File: config.mk
export PLATFORM = sky130hd
export DESIGN_NAME = lod_rung_select_hysteresis_top_flat
export DESIGN_NICKNAME = d
export VERILOG_FILES = /design/src/sv/lrsh_pkg.sv /design/src/sv/lrsh_req_if.sv /design/src/sv/lrsh_rsp_if.sv /design/src/sv/lrsh_csr.sv /design/src/sv/lrsh_classify.sv /design/src/sv/lod_rung_select_hysteresis_top.sv /design/src/flat_wrapper.sv
export SDC_FILE = /design/constraint.sdc
export NUM_CORES = 2
export LEC_CHECK = 0
export ABC_AREA = 1
export BUFFER_PORTS_ARGS = -buffer_cell sky130_fd_sc_hd__buf_2
export CORE_MARGIN = 10
export CORE_UTILIZATION = 43
export CTS_CLUSTER_SIZE = 24
export DETAILED_ROUTE_END_ITERATION = 10
export GPL_TIMING_DRIVEN = 0
export HOLD_SLACK_MARGIN = 0.15
export PLACE_DENSITY = 0.63
export SETUP_SLACK_MARGIN = 0.15
export SYNTH_ARGS = -nofsm -noshare
export SYNTH_HDL_FRONTEND = slang
export SYNTH_HIERARCHICAL = 1
export SYNTH_SLANG_ARGS = --single-unit
export TNS_END_PERCENT = 30
File: constraint.sdc
create_clock -name clock -period 28.2 [get_ports clock]
set_input_delay 1.41 -clock clock [delete_from_list [all_inputs] [get_ports clock]]
set_output_delay 1.41 -clock clock [all_outputs]
set_load 0.05 [all_outputs]
File: src/sv/lrsh_pkg.sv
// Package with the shared types, widths, codes and reset values of the rung selector.
`timescale 1ns / 1ps

package lrsh_pkg;

   localparam int unsigned RADIUS_W    = 21;
   localparam int unsigned DISTANCE_W  = 64;
   localparam int unsigned STAR_W      = 31;
   localparam int unsigned THRESH_W    = 20;
   localparam int unsigned RATIO_W     = 16;
   localparam int unsigned MARGIN_W    = 16;
   localparam int unsigned HOLD_W      = 8;
   localparam int unsigned CSR_INDEX_W = 3;
   localparam int unsigned CSR_DATA_W  = 20;

   // Signed width of a shifted radius boundary and of a shifted glint ratio.
   localparam int unsigned BOUND_W     = 22;
   localparam int unsigned SRATIO_W    = 18;
   localparam int unsigned PRODUCT_W   = SRATIO_W + STAR_W + 1;

   localparam logic [THRESH_W-1:0] DISC_THRESHOLD_RST   = THRESH_W'(1536);
   localparam logic [THRESH_W-1:0] CORONA_THRESHOLD_RST = THRESH_W'(384);
   localparam logic [RATIO_W-1:0]  GLINT_RATIO_RST      = RATIO_W'(1550);
   localparam logic [MARGIN_W-1:0] DISC_MARGIN_RST      = MARGIN_W'(154);
   localparam logic [MARGIN_W-1:0] CORONA_MARGIN_RST    = MARGIN_W'(38);
   localparam logic [MARGIN_W-1:0] GLINT_MARGIN_RST     = MARGIN_W'(155);
   localparam logic [HOLD_W-1:0]   HOLD_TICKS_RST       = HOLD_W'(15);
   localparam logic [HOLD_W-1:0]   HOLD_MAX             = HOLD_W'(255);

   typedef enum logic [1:0] {
      RUNG_DISC   = 2'd0,
      RUNG_CORONA = 2'd1,
      RUNG_GLINT  = 2'd2,
      RUNG_POINT  = 2'd3
   } rung_type;

   typedef enum logic [CSR_INDEX_W-1:0] {
      CSR_DISC_THRESHOLD   = 3'd0,
      CSR_CORONA_THRESHOLD = 3'd1,
      CSR_GLINT_RATIO      = 3'd2,
      CSR_DISC_MARGIN      = 3'd3,
      CSR_CORONA_MARGIN    = 3'd4,
      CSR_GLINT_MARGIN     = 3'd5,
      CSR_HOLD_TICKS       = 3'd6
   } csr_index_type;

   typedef struct packed {
      logic [THRESH_W-1:0] disc_threshold;
      logic [THRESH_W-1:0] corona_threshold;
      logic [RATIO_W-1:0]  glint_ratio;
      logic [MARGIN_W-1:0] disc_margin;
      logic [MARGIN_W-1:0] corona_margin;
      logic [MARGIN_W-1:0] glint_margin;
      logic [HOLD_W-1:0]   hold_ticks;
   } cfg_type;

endpackage

File: src/sv/lrsh_req_if.sv
// Interface of the request channel that carries one star per transaction.
`timescale 1ns / 1ps

interface lrsh_req_if;
   logic                                        valid;
   logic                                        ready;
   logic signed [lrsh_pkg::RADIUS_W-1:0]        proj_radius;
   logic signed [lrsh_pkg::DISTANCE_W-1:0]      distance;
   logic        [lrsh_pkg::STAR_W-1:0]          star_radius;

   modport source (output valid, proj_radius, distance, star_radius, input ready);
   modport sink   (input valid, proj_radius, distance, star_radius, output ready);
endinterface

File: src/sv/lrsh_rsp_if.sv
// Interface of the response channel that carries the selected rung.
`timescale 1ns / 1ps

interface lrsh_rsp_if;
   logic       valid;
   logic       ready;
   logic [1:0] rung;

   modport source (output valid, rung, input ready);
   modport sink   (input valid, rung, output ready);
endinterface

File: src/sv/lrsh_csr.sv
// Configuration register file of the rung selector.
`timescale 1ns / 1ps

module lrsh_csr (
   input  logic                                clock,
   input  logic                                reset,
   input  logic                                csr_we,
   input  logic [lrsh_pkg::CSR_INDEX_W-1:0]    csr_index,
   input  logic [lrsh_pkg::CSR_DATA_W-1:0]     csr_wdata,
   output lrsh_pkg::cfg_type                   cfg
);

   lrsh_pkg::cfg_type cfg_ff;
   lrsh_pkg::cfg_type cfg_in;

   always_comb begin
      cfg_in = cfg_ff;
      if (csr_we) begin
         case (lrsh_pkg::csr_index_type'(csr_index))
            lrsh_pkg::CSR_DISC_THRESHOLD: begin
               cfg_in.disc_threshold = csr_wdata[lrsh_pkg::THRESH_W-1:0];
            end
            lrsh_pkg::CSR_CORONA_THRESHOLD: begin
               cfg_in.corona_threshold = csr_wdata[lrsh_pkg::THRESH_W-1:0];
            end
            lrsh_pkg::CSR_GLINT_RATIO: begin
               cfg_in.glint_ratio = csr_wdata[lrsh_pkg::RATIO_W-1:0];
            end
            lrsh_pkg::CSR_DISC_MARGIN: begin
               cfg_in.disc_margin = csr_wdata[lrsh_pkg::MARGIN_W-1:0];
            end
            lrsh_pkg::CSR_CORONA_MARGIN: begin
               cfg_in.corona_margin = csr_wdata[lrsh_pkg::MARGIN_W-1:0];
            end
            lrsh_pkg::CSR_GLINT_MARGIN: begin
               cfg_in.glint_margin = csr_wdata[lrsh_pkg::MARGIN_W-1:0];
            end
            lrsh_pkg::CSR_HOLD_TICKS: begin
               cfg_in.hold_ticks = csr_wdata[lrsh_pkg::HOLD_W-1:0];
            end
            default: begin
               // Unmapped index: the write is dropped.
            end
         endcase
      end
   end

   always_ff @(posedge clock) begin
      if (reset) begin
         cfg_ff.disc_threshold   <= lrsh_pkg::DISC_THRESHOLD_RST;
         cfg_ff.corona_threshold <= lrsh_pkg::CORONA_THRESHOLD_RST;
         cfg_ff.glint_ratio      <= lrsh_pkg::GLINT_RATIO_RST;
         cfg_ff.disc_margin      <= lrsh_pkg::DISC_MARGIN_RST;
         cfg_ff.corona_margin    <= lrsh_pkg::CORONA_MARGIN_RST;
         cfg_ff.glint_margin     <= lrsh_pkg::GLINT_MARGIN_RST;
         cfg_ff.hold_ticks       <= lrsh_pkg::HOLD_TICKS_RST;
      end else begin
         cfg_ff <= cfg_in;
      end
   end

   assign cfg = cfg_ff;

endmodule

File: src/sv/lrsh_classify.sv
// Boundary shifting and candidate rung classification for one star.
`timescale 1ns / 1ps

module lrsh_classify (
   input  lrsh_pkg::cfg_type                       cfg,
   input  logic                                    started,
   input  lrsh_pkg::rung_type                      current_rung,
   input  logic signed [lrsh_pkg::RADIUS_W-1:0]    proj_radius,
   input  logic signed [lrsh_pkg::DISTANCE_W-1:0]  distance,
   input  logic        [lrsh_pkg::STAR_W-1:0]      star_radius,
   output lrsh_pkg::rung_type                      cand_rung
);

   localparam int unsigned BW = lrsh_pkg::BOUND_W;
   localparam int unsigned RW = lrsh_pkg::SRATIO_W;
   localparam int unsigned PW = lrsh_pkg::PRODUCT_W;
   localparam int unsigned DW = lrsh_pkg::DISTANCE_W;

   logic signed [BW-1:0] radius_s;
   logic signed [BW-1:0] disc_thr_s;
   logic signed [BW-1:0] corona_thr_s;
   logic signed [BW-1:0] disc_mrg_s;
   logic signed [BW-1:0] corona_mrg_s;
   logic signed [BW-1:0] disc_bound;
   logic signed [BW-1:0] corona_bound;
   logic signed [RW-1:0] ratio_s;
   logic signed [RW-1:0] glint_mrg_s;
   logic signed [RW-1:0] ratio_bound;
   logic signed [lrsh_pkg::STAR_W:0] star_s;
   logic signed [PW-1:0] product;
   logic signed [DW-1:0] product_ext;

   always_comb begin
      radius_s     = {proj_radius[lrsh_pkg::RADIUS_W-1], proj_radius};
      disc_thr_s   = $signed({{(BW-lrsh_pkg::THRESH_W){1'b0}}, cfg.disc_threshold});
      corona_thr_s = $signed({{(BW-lrsh_pkg::THRESH_W){1'b0}}, cfg.corona_threshold});
      ratio_s      = $signed({{(RW-lrsh_pkg::RATIO_W){1'b0}}, cfg.glint_ratio});

      // The very first star sees the raw boundaries.
      if (started) begin
         disc_mrg_s   = $signed({{(BW-lrsh_pkg::MARGIN_W){1'b0}}, cfg.disc_margin});
         corona_mrg_s = $signed({{(BW-lrsh_pkg::MARGIN_W){1'b0}}, cfg.corona_margin});
         glint_mrg_s  = $signed({{(RW-lrsh_pkg::MARGIN_W){1'b0}}, cfg.glint_margin});
      end else begin
         disc_mrg_s   = '0;
         corona_mrg_s = '0;
         glint_mrg_s  = '0;
      end

      // Each boundary moves away from the rung currently shown.
      if (current_rung == lrsh_pkg::RUNG_DISC) begin
         disc_bound = disc_thr_s - disc_mrg_s;
      end else begin
         disc_bound = disc_thr_s + disc_mrg_s;
      end
      if (current_rung == lrsh_pkg::RUNG_DISC || current_rung == lrsh_pkg::RUNG_CORONA) begin
         corona_bound = corona_thr_s - corona_mrg_s;
      end else begin
         corona_bound = corona_thr_s + corona_mrg_s;
      end
      if (current_rung == lrsh_pkg::RUNG_POINT) begin
         ratio_bound = ratio_s - glint_mrg_s;
      end else begin
         ratio_bound = ratio_s + glint_mrg_s;
      end

      star_s      = $signed({1'b0, star_radius});
      product     = PW'(ratio_bound) * PW'(star_s);
      product_ext = {{(DW-PW){product[PW-1]}}, product};

      if (radius_s >= disc_bound) begin
         cand_rung = lrsh_pkg::RUNG_DISC;
      end else if (radius_s >= corona_bound) begin
         cand_rung = lrsh_pkg::RUNG_CORONA;
      end else if (distance <= product_ext) begin
         cand_rung = lrsh_pkg::RUNG_GLINT;
      end else begin
         cand_rung = lrsh_pkg::RUNG_POINT;
      end
   end

endmodule

File: src/sv/lod_rung_select_hysteresis_top.sv
// Top level of the level-of-detail rung selector with hysteresis and hold counter.
`timescale 1ns / 1ps

// Usage
// The request channel (req_chan) takes one star per transaction: its projected
// radius in signed S12.8 pixels, its viewer distance and its physical radius.
// The response channel (rsp_chan) returns exactly one rung per request, in
// order: 0 disc, 1 corona, 2 glint, 3 point.
// Configuration registers are written through csr_we, csr_index and csr_wdata,
// one register per cycle with no wait; writes to an unmapped index are dropped.
// Write them only while no request is in flight.
// An accepted request is loaded into the input register; when it moves on, the
// classify logic and the state update land together in the rung register,
// which is also the response register. Throughput is one transaction per
// cycle while the receiver does not stall; the limit is the single rung and
// hold-count update per cycle that each star needs from the one before it.
// When the receiver stalls, the finished response waits in the rung register
// and one more request may still be taken into the input register; after that
// req_chan.ready drops until the response is taken.
// Synchronous reset clears both stages, restores all configuration registers to their
// default values and marks the selector as not yet started, so the first
// star after reset is classified against the unshifted boundaries.

module lod_rung_select_hysteresis_top (
   input  logic                              clock,
   input  logic                              reset,
   lrsh_req_if.sink                          req_chan,
   lrsh_rsp_if.source                        rsp_chan,
   input  logic                              csr_we,
   input  logic [lrsh_pkg::CSR_INDEX_W-1:0]  csr_index,
   input  logic [lrsh_pkg::CSR_DATA_W-1:0]   csr_wdata
);

   lrsh_pkg::cfg_type  cfg;
   lrsh_pkg::rung_type cand_rung;

   // Input stage.
   logic                                        s1_valid_ff;
   logic                                        s1_valid_in;
   logic signed [lrsh_pkg::RADIUS_W-1:0]        s1_radius_ff;
   logic signed [lrsh_pkg::DISTANCE_W-1:0]      s1_distance_ff;
   logic        [lrsh_pkg::STAR_W-1:0]          s1_star_ff;

   // Selector state; rung_ff doubles as the response register.
   logic                         rsp_valid_ff;
   logic                         rsp_valid_in;
   logic                         started_ff;
   logic                         started_in;
   lrsh_pkg::rung_type           rung_ff;
   lrsh_pkg::rung_type           rung_in;
   logic [lrsh_pkg::HOLD_W-1:0]  hold_ff;
   logic [lrsh_pkg::HOLD_W-1:0]  hold_in;

   logic req_take;
   logic advance;

   lrsh_csr u_csr (
      .clock     (clock),
      .reset     (reset),
      .csr_we    (csr_we),
      .csr_index (csr_index),
      .csr_wdata (csr_wdata),
      .cfg       (cfg)
   );

   lrsh_classify u_classify (
      .cfg          (cfg),
      .started      (started_ff),
      .current_rung (rung_ff),
      .proj_radius  (s1_radius_ff),
      .distance     (s1_distance_ff),
      .star_radius  (s1_star_ff),
      .cand_rung    (cand_rung)
   );

   // A star moves out of the input stage when the response register is free
   // or is being emptied in this same cycle.
   assign advance        = s1_valid_ff && (!rsp_valid_ff || rsp_chan.ready);
   assign req_chan.ready = !s1_valid_ff || advance;
   assign req_take       = req_chan.valid && req_chan.ready;

   always_comb begin
      s1_valid_in  = req_take || (s1_valid_ff && !advance);
      rsp_valid_in = advance || (rsp_valid_ff && !rsp_chan.ready);
      started_in   = started_ff;
      rung_in      = rung_ff;
      hold_in      = hold_ff;
      if (advance) begin
         if (!started_ff) begin
            // First star: take the raw classification and start counting.
            started_in = 1'b1;
            rung_in    = cand_rung;
            hold_in    = '0;
         end else if (cand_rung != rung_ff && hold_ff >= cfg.hold_ticks) begin
            rung_in = cand_rung;
            hold_in = '0;
         end else if (hold_ff < lrsh_pkg::HOLD_MAX) begin
            hold_in = hold_ff + 1'b1;
         end
      end
   end

   always_ff @(posedge clock) begin
      if (reset) begin
         s1_valid_ff  <= 1'b0;
         rsp_valid_ff <= 1'b0;
         started_ff   <= 1'b0;
         rung_ff      <= lrsh_pkg::RUNG_DISC;
         hold_ff      <= '0;
      end else begin
         s1_valid_ff  <= s1_valid_in;
         rsp_valid_ff <= rsp_valid_in;
         started_ff   <= started_in;
         rung_ff      <= rung_in;
         hold_ff      <= hold_in;
      end
   end

   always_ff @(posedge clock) begin
      if (req_take) begin
         s1_radius_ff   <= req_chan.proj_radius;
         s1_distance_ff <= req_chan.distance;
         s1_star_ff     <= req_chan.star_radius;
      end
   end

   assign rsp_chan.valid = rsp_valid_ff;
   assign rsp_chan.rung  = rung_ff;

   // A star leaving the input stage always produces a response next cycle.
   a_advance_gives_rsp: assert property (@(posedge clock) disable iff (reset)
      advance |=> rsp_valid_ff)
      else $error("advanced transaction did not reach the response register");

   // An empty input stage must always be able to take a request.
   a_empty_is_ready: assert property (@(posedge clock) disable iff (reset)
      !s1_valid_ff |-> req_chan.ready)
      else $error("input stage empty but request channel not ready");

   // Before the first star the hold counter stays cleared.
   a_idle_hold_clear: assert property (@(posedge clock) disable iff (reset)
      !started_ff |-> hold_ff == '0)
      else $error("hold counter moved before the first transaction");

   // Once started, a rung change always restarts the hold counter.
   a_change_clears_hold: assert property (@(posedge clock) disable iff (reset)
      (advance && started_ff && cand_rung != rung_ff && hold_ff >= cfg.hold_ticks)
         |=> hold_ff == '0)
      else $error("rung changed without clearing the hold counter");

   // The rung never changes without a transaction passing through.
   a_rung_only_on_advance: assert property (@(posedge clock) disable iff (reset)
      !advance |=> $stable(rung_ff))
      else $error("rung changed without a transaction");

endmodule
File: src/flat_wrapper.sv
// flat-port wrapper written by rule: the top's interface ports become plain ports
module lod_rung_select_hysteresis_top_flat 
  (clock, reset, csr_we, csr_index, csr_wdata, req_chan_valid, req_chan_proj_radius, req_chan_distance, req_chan_star_radius, req_chan_ready, rsp_chan_valid, rsp_chan_rung, rsp_chan_ready);
  lrsh_req_if req_chan_i ();
  lrsh_rsp_if rsp_chan_i ();
  input  logic clock;
  input  logic reset;
  input  logic csr_we;
  input  logic [lrsh_pkg::CSR_INDEX_W-1:0] csr_index;
  input  logic [lrsh_pkg::CSR_DATA_W-1:0] csr_wdata;
  input wire logic [$bits(req_chan_i.valid)-1:0] req_chan_valid;
  input wire logic [$bits(req_chan_i.proj_radius)-1:0] req_chan_proj_radius;
  input wire logic [$bits(req_chan_i.distance)-1:0] req_chan_distance;
  input wire logic [$bits(req_chan_i.star_radius)-1:0] req_chan_star_radius;
  output wire logic [$bits(req_chan_i.ready)-1:0] req_chan_ready;
  output wire logic [$bits(rsp_chan_i.valid)-1:0] rsp_chan_valid;
  output wire logic [$bits(rsp_chan_i.rung)-1:0] rsp_chan_rung;
  input wire logic [$bits(rsp_chan_i.ready)-1:0] rsp_chan_ready;
  assign req_chan_i.valid = req_chan_valid;
  assign req_chan_i.proj_radius = req_chan_proj_radius;
  assign req_chan_i.distance = req_chan_distance;
  assign req_chan_i.star_radius = req_chan_star_radius;
  assign req_chan_ready = req_chan_i.ready;
  assign rsp_chan_valid = rsp_chan_i.valid;
  assign rsp_chan_rung = rsp_chan_i.rung;
  assign rsp_chan_i.ready = rsp_chan_ready;
  lod_rung_select_hysteresis_top u_core (.clock(clock), .reset(reset), .req_chan(req_chan_i), .rsp_chan(rsp_chan_i), .csr_we(csr_we), .csr_index(csr_index), .csr_wdata(csr_wdata));
endmodule
==> flow_summary.json <==
{
  "finalNetCount": 5488,
  "min_period_ns": 15.26,
  "cpMaxStageDelayCell": "xor2_1",
  "tightest_slew_ns": 1.44,
  "initial_core_util_pct": 43.4,
  "synth_warnings": 6,
  "worstPathRequired_ns": 28.78,
  "final_cell_area_sq_um": 37300,
  "wl_per_cell_microns": 18.8,
  "antenna_found_initial": 4,
  "cts.path.max_buffers": 3,
  "hpwl_microns": 87200,
  "io_buffers": 147,
  "async_flop_share_pct": 0,
  "synth_area_sq_um": 34200,
  "rows": 103,
  "cts_inserted_buffers": 30,
  "cts.sinks": 241,
  "postSynthCellCount": 4331,
  "drive_above_1_share_pct": 7.54,
  "worstPathArrival_ns": 15.84,
  "cpMostUsedCell": "nand2_1",
  "r2r_end": "u_core/hold_ff[1]",
  "final_antenna_net_count": 0,
  "cts_resized": 0,
  "gp_congestion": 0.989,
  "placed_cell_area_sq_um": 36300,
  "clkTransAtPathRegs_ns": 0.06,
  "synth.top_cell.area_share_pct": 27.5,
  "die_h_microns": 302,
  "io-pin-count": 148,
  "dr.pass1.iters": 6,
  "ff2ff_setup_slack_ns": 12.94,
  "fmax_ghz": 0.0655,
  "area_growth_pct": 9.10,
  "fin_skew_ns": 0.0300,
  "cts_root_buffer": "clkbuf_16",
  "first_iter_violations": 2312,
  "rsz0062_at_grt": "false",
  "fp.dieW_microns": 302,
  "slew_headroom_pct": 2.66,
  "die-area_sq_um": 91200,
  "synth_edf_count": 116,
  "grt_max_degree": 62,
  "drt-total-wl_microns": 105000,
  "ys.flop_type": "dfxtp_1",
  "holdPathStages": 2,
  "whs_endpoint": "u_core/u_csr/cfg[41]",
  "insertion_delay_ns": 0.64,
  "first_global_vias": 29000,
  "cp-start-kind": "flip-flop",
  "ys_seq_area_share_pct": 17.5,
  "synth-seq-cells": 241,
  "cp_max_fo": 10,
  "num_vias": 28700,
  "synth.avg_cell_area_sq_um": 7.90,
  "yosys.area.top_type": "fa_1",
  "finalSetupViolCount": 0,
  "maxCapViolations": 0,
  "top_layer_used": "met5",
  "grt_overflow": 0,
  "vias_per_cell": 5.13,
  "slowest_delay_ns": 0.91,
  "drc": 0,
  "synth_nets": 5308,
  "min-delay-start": "u_core/u_csr/cfg[41]",
  "worstSetupEndpointType": "flip-flop",
  "postCtsHoldBufs": 0,
  "worstSetupPathType": "reg -> reg",
  "tns_ns": 0,
  "hp-class": "reg -> reg",
  "status": "complete, no violations",
  "period_share_pct": 54.1,
  "cts_setup_buffers": 0,
  "core_sq_um": 78900,
  "whs_ns": 0.463,
  "ys_types": 64,
  "h-tree-depth": 1,
  "slew_viol_final": 0,
  "reg2reg_from": "u_core/started_ff",
  "grt_pass1_wl_microns": 165000,
  "hold_violations": 0,
  "cts_tree": "yes",
  "synth_area_leaders": "fa_1 28%, ha_1 13%, nand2_1 10%",
  "met2_length_microns": 45700,
  "drt-met1-wl_microns": 46200,
  "r2r_cells": 55,
  "grt_usage_pct": 23.1,
  "dr_wl_met3_microns": 9240
}
routing by layer:
metal  vias up  GRT usage (%)
met5         -              0
met4         6           7.30
met3       188           5.24
met2      1092           36.1
met1     13800           31.6
li1      13600              -
flip-flops by register name (all words and copies together) (netlist names), 2 cells and up:
name and count:
u_core/s1_star_ff 31, u_core/hold_ff 8, u_core/s1_radius_ff 21, u_core/u_csr/cfg 112, u_core/s1_distance_ff 64, u_core/rsp_chan.rung 2
how the worst max path moves through the flow:
stage / startpoint / end / slack (ns) / depth (start not counted)
detailed placement: u_core/started_ff / u_core/rsp_chan.rung[0] / 13.39 / 58
CTS: u_core/started_ff / u_core/rsp_chan.rung[0] / 13.32 / 55
global placement: u_core/started_ff / u_core/rsp_chan.rung[1] / 13.42 / 58
finish: u_core/started_ff / u_core/hold_ff[1] / 12.94 / 55
global route: u_core/started_ff / u_core/hold_ff[1] / 12.02 / 55
floorplan: u_core/started_ff / u_core/hold_ff[1] / 17.71 / 67
cell usage after synthesis (21+ instances only):
cell / n
a21oi_1: 183
a31oi_1: 26
buf_2: 42
clkbuf_1: 76
dfxtp_1: 125
edfxtp_1: 116
fa_1: 470
ha_1: 363
inv_1: 865
nand2_1: 930
nand3_1: 199
nor2_1: 493
nor3_1: 21
o21ai_0: 100
xnor2_1: 33
xor2_1: 61
cell type report:
type,count,area (sq um)
inverter,888,3340
buffer,139,643
antenna,1,2.50
clock inverter,18,173
sequential,241,5990
clock buffer,38,856
multi-input combinational,3063,24200
fill,7963,41600
timing repair buffer,148,763
tap,1050,1310
placed cells by master, fill, tap and decap left out, drive strengths merged, types with 114 or more instances in the layout:
master,synthesis,final
ha,363,363
a21oi,188,188
dfxtp,125,125
nand3,204,204
buf,63,211
inv,877,882
nand2,945,945
clkbuf,76,114
nor2,517,517
fa,470,470
edfxtp,116,116
through the flow:
| step | std cells | setup WS [ns] | utilization (%) |
|---|---|---|---|
| detailed placement | 5529 | 13.39 | 46.0 |
| finish | 5586 | 12.94 | 47.3 |
| global placement | 5528 | 13.42 | 46.0 |
| CTS | 5585 | 13.32 | 47.3 |
| floorplan | 4331 | 17.71 | - |
| global route | 5586 | 12.02 | 47.3 |
critical path: cells and delay by family (launching register included):
kind	cells	cell delay, ns
XOR/XNOR	3	1.25
flip-flops	1	0.49
AO/OA/AOI/OAI	13	2.95
adder cells (fa/ha/maj)	9	4.03
AND/OR/NAND/NOR	20	3.83
buffers and inverters	10	2.62
logic make-up (layout without fill, tap and decap cells):
family          Yosys count  after routing  synth area share, %
simple gates           1732           1732                 20.8
flops                   241            241                 17.5
other cells               0              1                    0
compound gates          399            399                 6.73
xor+xnor                 96             96                 2.50
mux                       3              3               0.0878
buf+inv                1027           1231                 11.6
fa+ha+maj               833            833                 40.8
Power is not shown: default switching activity piles up to over one toggle a cycle in this logic, so the estimate is an artifact.
